<file path="src/clsr_pkg.sv">
`timescale 1ns / 1ps
// Package for the combined LCG / shuffle-table random generator.
// Generator constants, state encoding and the modular reduce and slot helpers.
// No dependencies.
package clsr_pkg;

  localparam int unsigned TABLE_ENTRIES = 32;
  localparam int unsigned WARMUP_STEPS  = 8;
  localparam int unsigned SEED_STEPS    = TABLE_ENTRIES + WARMUP_STEPS;

  localparam int unsigned IDX_W = $clog2(TABLE_ENTRIES);
  localparam int unsigned CNT_W = $clog2(SEED_STEPS + 1);

  localparam int unsigned VAL_W  = 31;
  localparam int unsigned MUL_W  = 16;
  localparam int unsigned PROD_W = MUL_W + VAL_W;

  localparam logic [MUL_W-1:0] A1  = 16'd40014;
  localparam logic [VAL_W-1:0] M1  = 31'd2147483563;
  localparam logic [MUL_W-1:0] A2  = 16'd40692;
  localparam logic [VAL_W-1:0] M2  = 31'd2147483399;
  localparam logic [VAL_W-1:0] MM1 = 31'd2147483562;
  localparam logic [VAL_W-1:0] SECOND_RESET = 31'd123456789;

  // slot divisor: 1 + MM1 / TABLE_ENTRIES
  localparam logic [VAL_W-1:0] JDIV = 31'(1 + (2147483562 / TABLE_ENTRIES));

  typedef enum logic [2:0] {
    ST_IDLE,
    ST_SEED,
    ST_SWAIT,
    ST_DSTEP,
    ST_DRAW
  } clsr_state_e;

  // (a * x) mod m for m = 2^31 - c, c < 256: fold the high part back once,
  // then one conditional subtract.
  function automatic logic [VAL_W-1:0] mod_reduce(input logic [PROD_W-1:0] p,
                                                  input logic [VAL_W-1:0]  m);
    logic [31:0] c;
    logic [23:0] hc;
    logic [31:0] t;
    c  = 32'h8000_0000 - {1'b0, m};
    hc = 24'(p[PROD_W-1:VAL_W]) * 24'(c[7:0]);
    t  = {1'b0, p[VAL_W-1:0]} + {8'h00, hc};
    if (t >= {1'b0, m}) begin
      t = t - {1'b0, m};
    end
    return t[VAL_W-1:0];
  endfunction

  // table slot = v / JDIV, clamped to the last slot
  function automatic logic [IDX_W-1:0] slot_of(input logic [VAL_W-1:0] v);
    logic [IDX_W-1:0] n;
    n = '0;
    for (int t = 1; t < int'(TABLE_ENTRIES); t++) begin
      if ({1'b0, v} >= 32'(t) * 32'(JDIV)) begin
        n = n + 1'b1;
      end
    end
    return n;
  endfunction

endpackage

</file>
<file path="src/clsr_req_if.sv">
`timescale 1ns / 1ps
// Request channel: opcode and seed value with valid/ready.
// Uses clsr_pkg for the value width.
interface clsr_req_if;
  import clsr_pkg::*;

  logic             valid;
  logic             ready;
  logic             opcode;
  logic [VAL_W-1:0] seed_value;

  modport source (output valid, output opcode, output seed_value, input ready);
  modport sink   (input valid, input opcode, input seed_value, output ready);
endinterface

</file>
<file path="src/clsr_rsp_if.sv">
`timescale 1ns / 1ps
// Result channel: one random value per request, valid/ready.
// Uses clsr_pkg for the value width.
interface clsr_rsp_if;
  import clsr_pkg::*;

  logic             valid;
  logic             ready;
  logic [VAL_W-1:0] random_value;

  modport source (output valid, output random_value, input ready);
  modport sink   (input valid, input random_value, output ready);
endinterface

</file>
<file path="src/combined_lcg_shuffle_rng_top.sv">
`timescale 1ns / 1ps
// Top level of the combined LCG random generator with shuffle table.
// Depends on clsr_pkg, clsr_req_if, clsr_rsp_if and clsr_ram.

// Every request returns one 31-bit value in 1..2147483562. A plain draw
// (opcode 0) reads the shuffle-table slot picked by the previous output,
// then forms the result and writes the slot back. A reseed (opcode 1), and
// the first draw after reset, which seeds from default_seed, first runs the
// first generator through 40 multiply/reduce steps to warm it up and fill
// the 32-entry table, then steps both generators and draws as above. Each
// step goes through the registered 16x31 multiplier feeding the modular
// reduce. A new request is taken whenever the block is idle; the result
// sits in its own register, so an unread result does not hold off the next
// request, but that request holds in its final cycle until the previous
// result has been taken. default_seed should be written only while the
// block is idle.
module combined_lcg_shuffle_rng_top
  import clsr_pkg::*;
(
  input  logic             clk_i,
  input  logic             rst_ni,
  input  logic             default_seed_we_i,
  input  logic [VAL_W-1:0] default_seed_i,
  clsr_req_if.sink         req_i,
  clsr_rsp_if.source       rsp_o
);

  clsr_state_e state_q, state_d;

  logic [VAL_W-1:0]  default_seed_q;
  logic [VAL_W-1:0]  first_q, first_d;     // first generator, also seeding iterate
  logic [VAL_W-1:0]  second_q, second_d;   // second generator
  logic [VAL_W-1:0]  last_q, last_d;       // previous output, picks the next slot
  logic [VAL_W-1:0]  result_q, result_d;   // drives the result port
  logic [CNT_W-1:0]  cnt_q, cnt_d;         // seeding steps left after the current one
  logic              phase_q, phase_d;     // seeding: 0 multiply, 1 reduce
  logic [IDX_W-1:0]  j_q, j_d;             // slot being drawn
  logic              seeded_q, seeded_d;
  logic              out_valid_q, out_valid_d;

  // Products are refreshed every cycle from the generator registers, so
  // each reflects the generator values of the cycle before.
  logic [PROD_W-1:0] prod1_q, prod2_q;
  logic [VAL_W-1:0]  red1, red2;

  logic [IDX_W-1:0]  slot_now;
  logic              ram_we;
  logic [IDX_W-1:0]  ram_waddr;
  logic [VAL_W-1:0]  ram_wdata;
  logic [VAL_W-1:0]  ram_rdata;

  logic              req_fire;
  logic [VAL_W-1:0]  seed_src, seed_val;
  logic [31:0]       diff;
  logic [VAL_W-1:0]  y;

  assign red1     = mod_reduce(prod1_q, M1);
  assign red2     = mod_reduce(prod2_q, M2);
  assign slot_now = slot_of(last_q);

  assign req_i.ready = (state_q == ST_IDLE);
  assign req_fire    = req_i.valid && req_i.ready;

  // zero seed behaves as one
  assign seed_src = req_i.opcode ? req_i.seed_value : default_seed_q;
  assign seed_val = (seed_src == '0) ? VAL_W'(1) : seed_src;

  // y = slot - second, wrapped into 1..MM1
  assign diff = {1'b0, ram_rdata} - {1'b0, second_q};
  assign y    = (diff[31] || diff == '0) ? VAL_W'(diff + {1'b0, MM1}) : diff[VAL_W-1:0];

  assign rsp_o.valid        = out_valid_q;
  assign rsp_o.random_value = result_q;

  clsr_ram #(
    .WIDTH (VAL_W),
    .DEPTH (TABLE_ENTRIES)
  ) u_table (
    .clk_i   (clk_i),
    .we_i    (ram_we),
    .waddr_i (ram_waddr),
    .wdata_i (ram_wdata),
    .raddr_i (slot_now),
    .rdata_o (ram_rdata)
  );

  always_comb begin
    state_d     = state_q;
    first_d     = first_q;
    second_d    = second_q;
    last_d      = last_q;
    result_d    = result_q;
    cnt_d       = cnt_q;
    phase_d     = phase_q;
    j_d         = j_q;
    seeded_d    = seeded_q;
    out_valid_d = out_valid_q && !rsp_o.ready;
    ram_we      = 1'b0;
    ram_waddr   = j_q;
    ram_wdata   = first_q;

    case (state_q)
      ST_IDLE: begin
        if (req_fire) begin
          if (req_i.opcode || !seeded_q) begin
            first_d  = seed_val;
            second_d = seed_val;
            cnt_d    = CNT_W'(SEED_STEPS - 1);
            phase_d  = 1'b0;
            state_d  = ST_SEED;
          end else begin
            // step both generators; table read of slot_now is in flight
            first_d  = red1;
            second_d = red2;
            j_d      = slot_now;
            state_d  = ST_DRAW;
          end
        end
      end
      ST_SEED: begin
        phase_d = !phase_q;
        if (phase_q) begin
          first_d = red1;
          if (cnt_q < CNT_W'(TABLE_ENTRIES)) begin
            ram_we    = 1'b1;
            ram_waddr = cnt_q[IDX_W-1:0];
            ram_wdata = red1;
          end
          if (cnt_q == '0) begin
            last_d   = red1;
            seeded_d = 1'b1;
            state_d  = ST_SWAIT;
          end else begin
            cnt_d = cnt_q - 1'b1;
          end
        end
      end
      ST_SWAIT: begin
        // let the product catch up with the final seeding value
        state_d = ST_DSTEP;
      end
      ST_DSTEP: begin
        first_d  = red1;
        second_d = red2;
        j_d      = slot_now;
        state_d  = ST_DRAW;
      end
      ST_DRAW: begin
        // hold while the previous result is still unread; the slot read
        // repeats at the same address, so its data stays put
        if (!out_valid_q || rsp_o.ready) begin
          ram_we      = 1'b1;
          ram_waddr   = j_q;
          ram_wdata   = first_q;
          last_d      = y;
          result_d    = y;
          out_valid_d = 1'b1;
          state_d     = ST_IDLE;
        end
      end
      default: begin
        state_d = ST_IDLE;
      end
    endcase
  end

  always_ff @(posedge clk_i or negedge rst_ni) begin
    if (!rst_ni) begin
      state_q        <= ST_IDLE;
      default_seed_q <= VAL_W'(1);
      first_q        <= '0;
      second_q       <= SECOND_RESET;
      last_q         <= '0;
      result_q       <= '0;
      cnt_q          <= '0;
      phase_q        <= 1'b0;
      seeded_q       <= 1'b0;
      out_valid_q    <= 1'b0;
    end else begin
      state_q     <= state_d;
      first_q     <= first_d;
      second_q    <= second_d;
      last_q      <= last_d;
      result_q    <= result_d;
      cnt_q       <= cnt_d;
      phase_q     <= phase_d;
      seeded_q    <= seeded_d;
      out_valid_q <= out_valid_d;
      if (default_seed_we_i) begin
        default_seed_q <= default_seed_i;
      end
    end
  end

  always_ff @(posedge clk_i) begin
    j_q     <= j_d;
    prod1_q <= PROD_W'(A1) * PROD_W'(first_q);
    prod2_q <= PROD_W'(A2) * PROD_W'(second_q);
  end

endmodule

</file>
<file path="src/clsr_ram.sv">
`timescale 1ns / 1ps
// Generic single-write, single-read RAM with registered read data.
// No dependencies.
module clsr_ram #(
  parameter int unsigned WIDTH = 31,
  parameter int unsigned DEPTH = 32
) (
  input  logic                     clk_i,
  input  logic                     we_i,
  input  logic [$clog2(DEPTH)-1:0] waddr_i,
  input  logic [WIDTH-1:0]         wdata_i,
  input  logic [$clog2(DEPTH)-1:0] raddr_i,
  output logic [WIDTH-1:0]         rdata_o
);

  logic [WIDTH-1:0] mem [DEPTH];
  logic [WIDTH-1:0] rdata_q;

  always_ff @(posedge clk_i) begin
    if (we_i) begin
      mem[waddr_i] <= wdata_i;
    end
    rdata_q <= mem[raddr_i];
  end

  assign rdata_o = rdata_q;

endmodule
</file>
<file path="src/flat_wrapper.sv">
// flat-port wrapper written by rule: the top's interface ports become plain ports
module combined_lcg_shuffle_rng_top_flat import clsr_pkg::*;
  (clk_i, rst_ni, default_seed_we_i, default_seed_i, req_i_valid, req_i_opcode, req_i_seed_value, req_i_ready, rsp_o_valid, rsp_o_random_value, rsp_o_ready);
  clsr_req_if req_i_i ();
  clsr_rsp_if rsp_o_i ();
  input  logic clk_i;
  input  logic rst_ni;
  input  logic default_seed_we_i;
  input  logic [VAL_W-1:0] default_seed_i;
  input wire logic [$bits(req_i_i.valid)-1:0] req_i_valid;
  input wire logic [$bits(req_i_i.opcode)-1:0] req_i_opcode;
  input wire logic [$bits(req_i_i.seed_value)-1:0] req_i_seed_value;
  output wire logic [$bits(req_i_i.ready)-1:0] req_i_ready;
  output wire logic [$bits(rsp_o_i.valid)-1:0] rsp_o_valid;
  output wire logic [$bits(rsp_o_i.random_value)-1:0] rsp_o_random_value;
  input wire logic [$bits(rsp_o_i.ready)-1:0] rsp_o_ready;
  assign req_i_i.valid = req_i_valid;
  assign req_i_i.opcode = req_i_opcode;
  assign req_i_i.seed_value = req_i_seed_value;
  assign req_i_ready = req_i_i.ready;
  assign rsp_o_valid = rsp_o_i.valid;
  assign rsp_o_random_value = rsp_o_i.random_value;
  assign rsp_o_i.ready = rsp_o_ready;
  combined_lcg_shuffle_rng_top u_core (.clk_i(clk_i), .rst_ni(rst_ni), .default_seed_we_i(default_seed_we_i), .default_seed_i(default_seed_i), .req_i(req_i_i), .rsp_o(rsp_o_i));
endmodule
</file>
<file path="config.mk">
export PLATFORM = sky130hd
export DESIGN_NAME = combined_lcg_shuffle_rng_top_flat
export DESIGN_NICKNAME = d
export VERILOG_FILES = /design/src/clsr_pkg.sv /design/src/clsr_req_if.sv /design/src/clsr_rsp_if.sv /design/src/combined_lcg_shuffle_rng_top.sv /design/src/clsr_ram.sv /design/src/flat_wrapper.sv
export SDC_FILE = /design/constraint.sdc
export NUM_CORES = 2
export LEC_CHECK = 0
export BUFFER_PORTS_ARGS = -buffer_cell sky130_fd_sc_hd__buf_2
export CORE_ASPECT_RATIO = 0.5
export CORE_MARGIN = 2
export CORE_UTILIZATION = 58
export DETAILED_ROUTE_END_ITERATION = 7
export PLACE_DENSITY = 0.84
export SYNTH_ARGS = -nofsm -noshare
export SYNTH_HDL_FRONTEND = slang
export SYNTH_HIERARCHICAL = 1
export SYNTH_SLANG_ARGS = --single-unit
</file>
<file path="constraint.sdc">
create_clock -name clk_i -period 15.3 [get_ports clk_i]
set_input_delay 1.53 -clock clk_i [delete_from_list [all_inputs] [get_ports clk_i]]
set_output_delay 1.53 -clock clk_i [all_outputs]
set_load 0.05 [all_outputs]
</file>
==> results.md <==
- Synth cell types: 108
- IO Count: 101
- R2R Path End: u_core/u_table/rdata_o[1]
- YS warnings: 6
- Clock tree buffer depth: 3
- Post-route cell area: 87120 sq um
- Crit-path max FO: 8
- Sink Count: 1286
- Worst path required time: 15950 ps
- Initial antenna violation count: 8
- R2R cell count: 90
- DP HPWL: 146100 um
- Most frequent CP cell: ha_1
- CP peak stage delay: 570 ps
- Post-synth net total: 7315
- Pin count of the biggest net entering global routing: 125
- Total Wirelength: 221100 um
- Htree depth: 3
- Worst skew pair latency: 790 ps
- Row cnt: 94
- Worst Setup Path Type: register to register
- Number of synthesized flops with an enable pin: 997
- # port buffers: 100
- Die area: 136500 sq um
- Fin. max-slew vios: 0
- Least-Margin Pin Slew: 1391 ps
- Cts hold-fix bufs: 0
- Num CTS Buffers: 109
- Endpoint, Worst Hold: u_core/rsp_o.random_value[25]
- Most frequent cells in the layout: edfxtp_1 (997), inv_1 (609), mux2i_1 (545)
- First-pass GRT wire length: 318400 um
- Hold Crit Class: register to register
- Max-cap violations: 0
- Failing checks: setup timing
- Relative slew margins: 0.07300
- Post-route ant nets: 0
- Crit-path slowest cell: or4_4
- Fraction of registers with async set/reset: 0.1299
- Hold_sp: u_core/rsp_o.random_value[25]
- CTS tree: built
- Setup violations, final: 33
- Area after detailed placement: 81660 sq um
- Nets: 7607
- Die height: 262.2 um
- Post-synthesis cell count: 6286
- Layout cell share with drive strength beyond 1: 0.1374
- Startpoint Class: register
- Post-synth top flop: edfxtp_1
- Most common cell after layout, fill and taps aside: edfxtp_1
- Flops & latches, synth: 1286
- Reg-to-reg startpoint: u_core/last_q[12]
- Via density: 6.399
- Detailed Route Iter0 Violations: 7885
- Mapped Area: 77360 sq um
- Final hold violations: 0
- Die Width: 520.5 um
- Fillers: 8926
- FF-to-FF setup slack: -1040 ps
- Avg WL per Cell: 26.16 um
- Fmax: 61.18 MHz
- Crit end category: register
- FF+latch area: 36580 sq um
- Area delta synth->final: 12.61%
- Hold Path Depth: 2
- Unrepaired setup endpoints after global routing: yes
- CP Data Arrival Time: 16990 ps
- Vias in the first global route: 52496
- Starting Density: 0.5862
- First-pass DRT Iterations: 6
- Final GP Congestion: 0.9996
- Post-synthesis area per instance: 12.31 sq um
- CORE AREA: 132000 sq um
- Multi-input gate area: 38940 sq um
- CTS clk-pin slew, worst paths: 70 ps
- Outcome: finished with violations
- Final routed DRC violation total: 0
- GRT overflow: 0
- Root Driver: clkbuf_16
- Setup slack after layout: -1044 ps
- Seq/Total Area, Yosys: 0.4729
- Via count of the routed design: 54077
- Worst clock skew: 87.62 ps
- Gr usage total: 0.3081
- Final Critical Period: 16340 ps
- Final period utilization: 1.068
## registers in the layout (all words and copies together), names as in the netlist, 3 cells and up
register / cells
u_core/cnt_q: 6
u_core/default_seed_q: 31
u_core/first_q: 31
u_core/j_q: 5
u_core/last_q: 31
u_core/prod1_q: 46
u_core/prod2_q: 45
u_core/rsp_o.random_value: 31
u_core/second_q: 31
u_core/state_q: 3
u_core/u_table/mem: 992
u_core/u_table/rdata_o: 31
## area by class of cell
class                      count  share of cell area
antenna                        2          0.00005745
clock inverter                65            0.009895
multi-input combinational   4174              0.4469
sequential                  1286              0.4199
timing repair buffer         395             0.03819
tap                         1776             0.02551
inverter                     612             0.02637
clock buffer                 141             0.03315
## timing repair
action | in CTS | in global routing
buffers inserted | 25 | 22
resized for setup | 86 | 116
pin swaps | 30 | 62
cloned | 6 | 7
endpoints found under the setup margin | 34 | 35
## worst max path at each step
stage                                            end  cells past startpoint  slack, ps         startpoint
after global routing      u_core/u_table/rdata_o[17]                     92      -1900  u_core/last_q[12]
after global placement    u_core/u_table/rdata_o[18]                     90       -550  u_core/last_q[22]
after floorplan            u_core/u_table/rdata_o[0]                     91       -300  u_core/last_q[19]
final                      u_core/u_table/rdata_o[1]                     90      -1040  u_core/last_q[12]
after CTS                  u_core/u_table/rdata_o[4]                     90       -750  u_core/last_q[22]
after detailed placement  u_core/u_table/rdata_o[29]                     89       -990  u_core/last_q[22]
## kinds of logic after synthesis
family | Yosys count | share of synthesized area
xor gates and xnor gates | 320 | 0.04160
AOI/OAI and AO/OA | 1070 | 0.09007
DFF | 1286 | 0.4729
buffers and inverters | 826 | 0.04291
adders and majority gates | 961 | 0.1989
muxes | 598 | 0.07818
and+or+nand+nor | 1225 | 0.07547
## synth_stat cells, drive strengths merged, types with 25 or more instances
cell | count | area share
clkbuf | 124 | 0.0061
xnor2 | 210 | 0.026
nor2 | 260 | 0.013
edfxtp | 997 | 0.39
mux2 | 50 | 0.0073
a22oi | 95 | 0.0092
and3 | 34 | 0.0027
a21oi | 329 | 0.021
or3 | 26 | 0.0022
nand2b | 35 | 0.0028
mux2i | 548 | 0.071
o21a | 34 | 0.0033
a22o | 65 | 0.0074
dfrtp | 150 | 0.049
and2 | 35 | 0.0029
a21o | 47 | 0.0046
nand2 | 396 | 0.019
ha | 513 | 0.083
xor2 | 101 | 0.013
o21ai | 201 | 0.013
nor3 | 125 | 0.0083
buf | 90 | 0.0071
nand4 | 25 | 0.0021
fa | 448 | 0.12
a31oi | 59 | 0.0050
nand3 | 169 | 0.011
inv | 611 | 0.030
o21bai | 49 | 0.0048
dfxtp | 122 | 0.032
## through the flow
stage                     setup slack (ps)    util  TNS (ps)  instances  hold slack (ps)
after detailed placement            -987.8  0.6188    -28960       8189            460.1
final                                -1044  0.6602    -29940       8451            474.6
after global routing                 -1897  0.6601    -59750       8449            496.1
after global placement              -553.7  0.6188    -14810       8189            451.3
after floorplan                     -301.3       -     -9266       6286            435.8
after CTS                           -746.2  0.6534    -20000       8422            475.3
## critical path: cells and delay by family, from the launching register on
family	cells	cell delay, ps
XOR/XNOR	13	1920
multiplexers	5	1050
AO/OA/AOI/OAI	25	4020
AND/OR/NAND/NOR	27	3940
adder cells (fa/ha/maj)	16	4210
flip-flops	1	380
buffers and inverters	4	650
## layer usage
| metal | up-vias | track usage | wire [um] |
|---|---|---|---|
| li1 | 23144 | - | - |
| met1 | 26453 | 0.4161 | 81840 |
| met2 | 3758 | 0.4839 | 100000 |
| met3 | 712 | 0.07384 | 28350 |
| met4 | 10 | 0.1204 | 10790 |
| met5 | - | 0 | 55 |
Power is not shown: default switching activity piles up to over one toggle a cycle in this logic, so the estimate is an artifact.
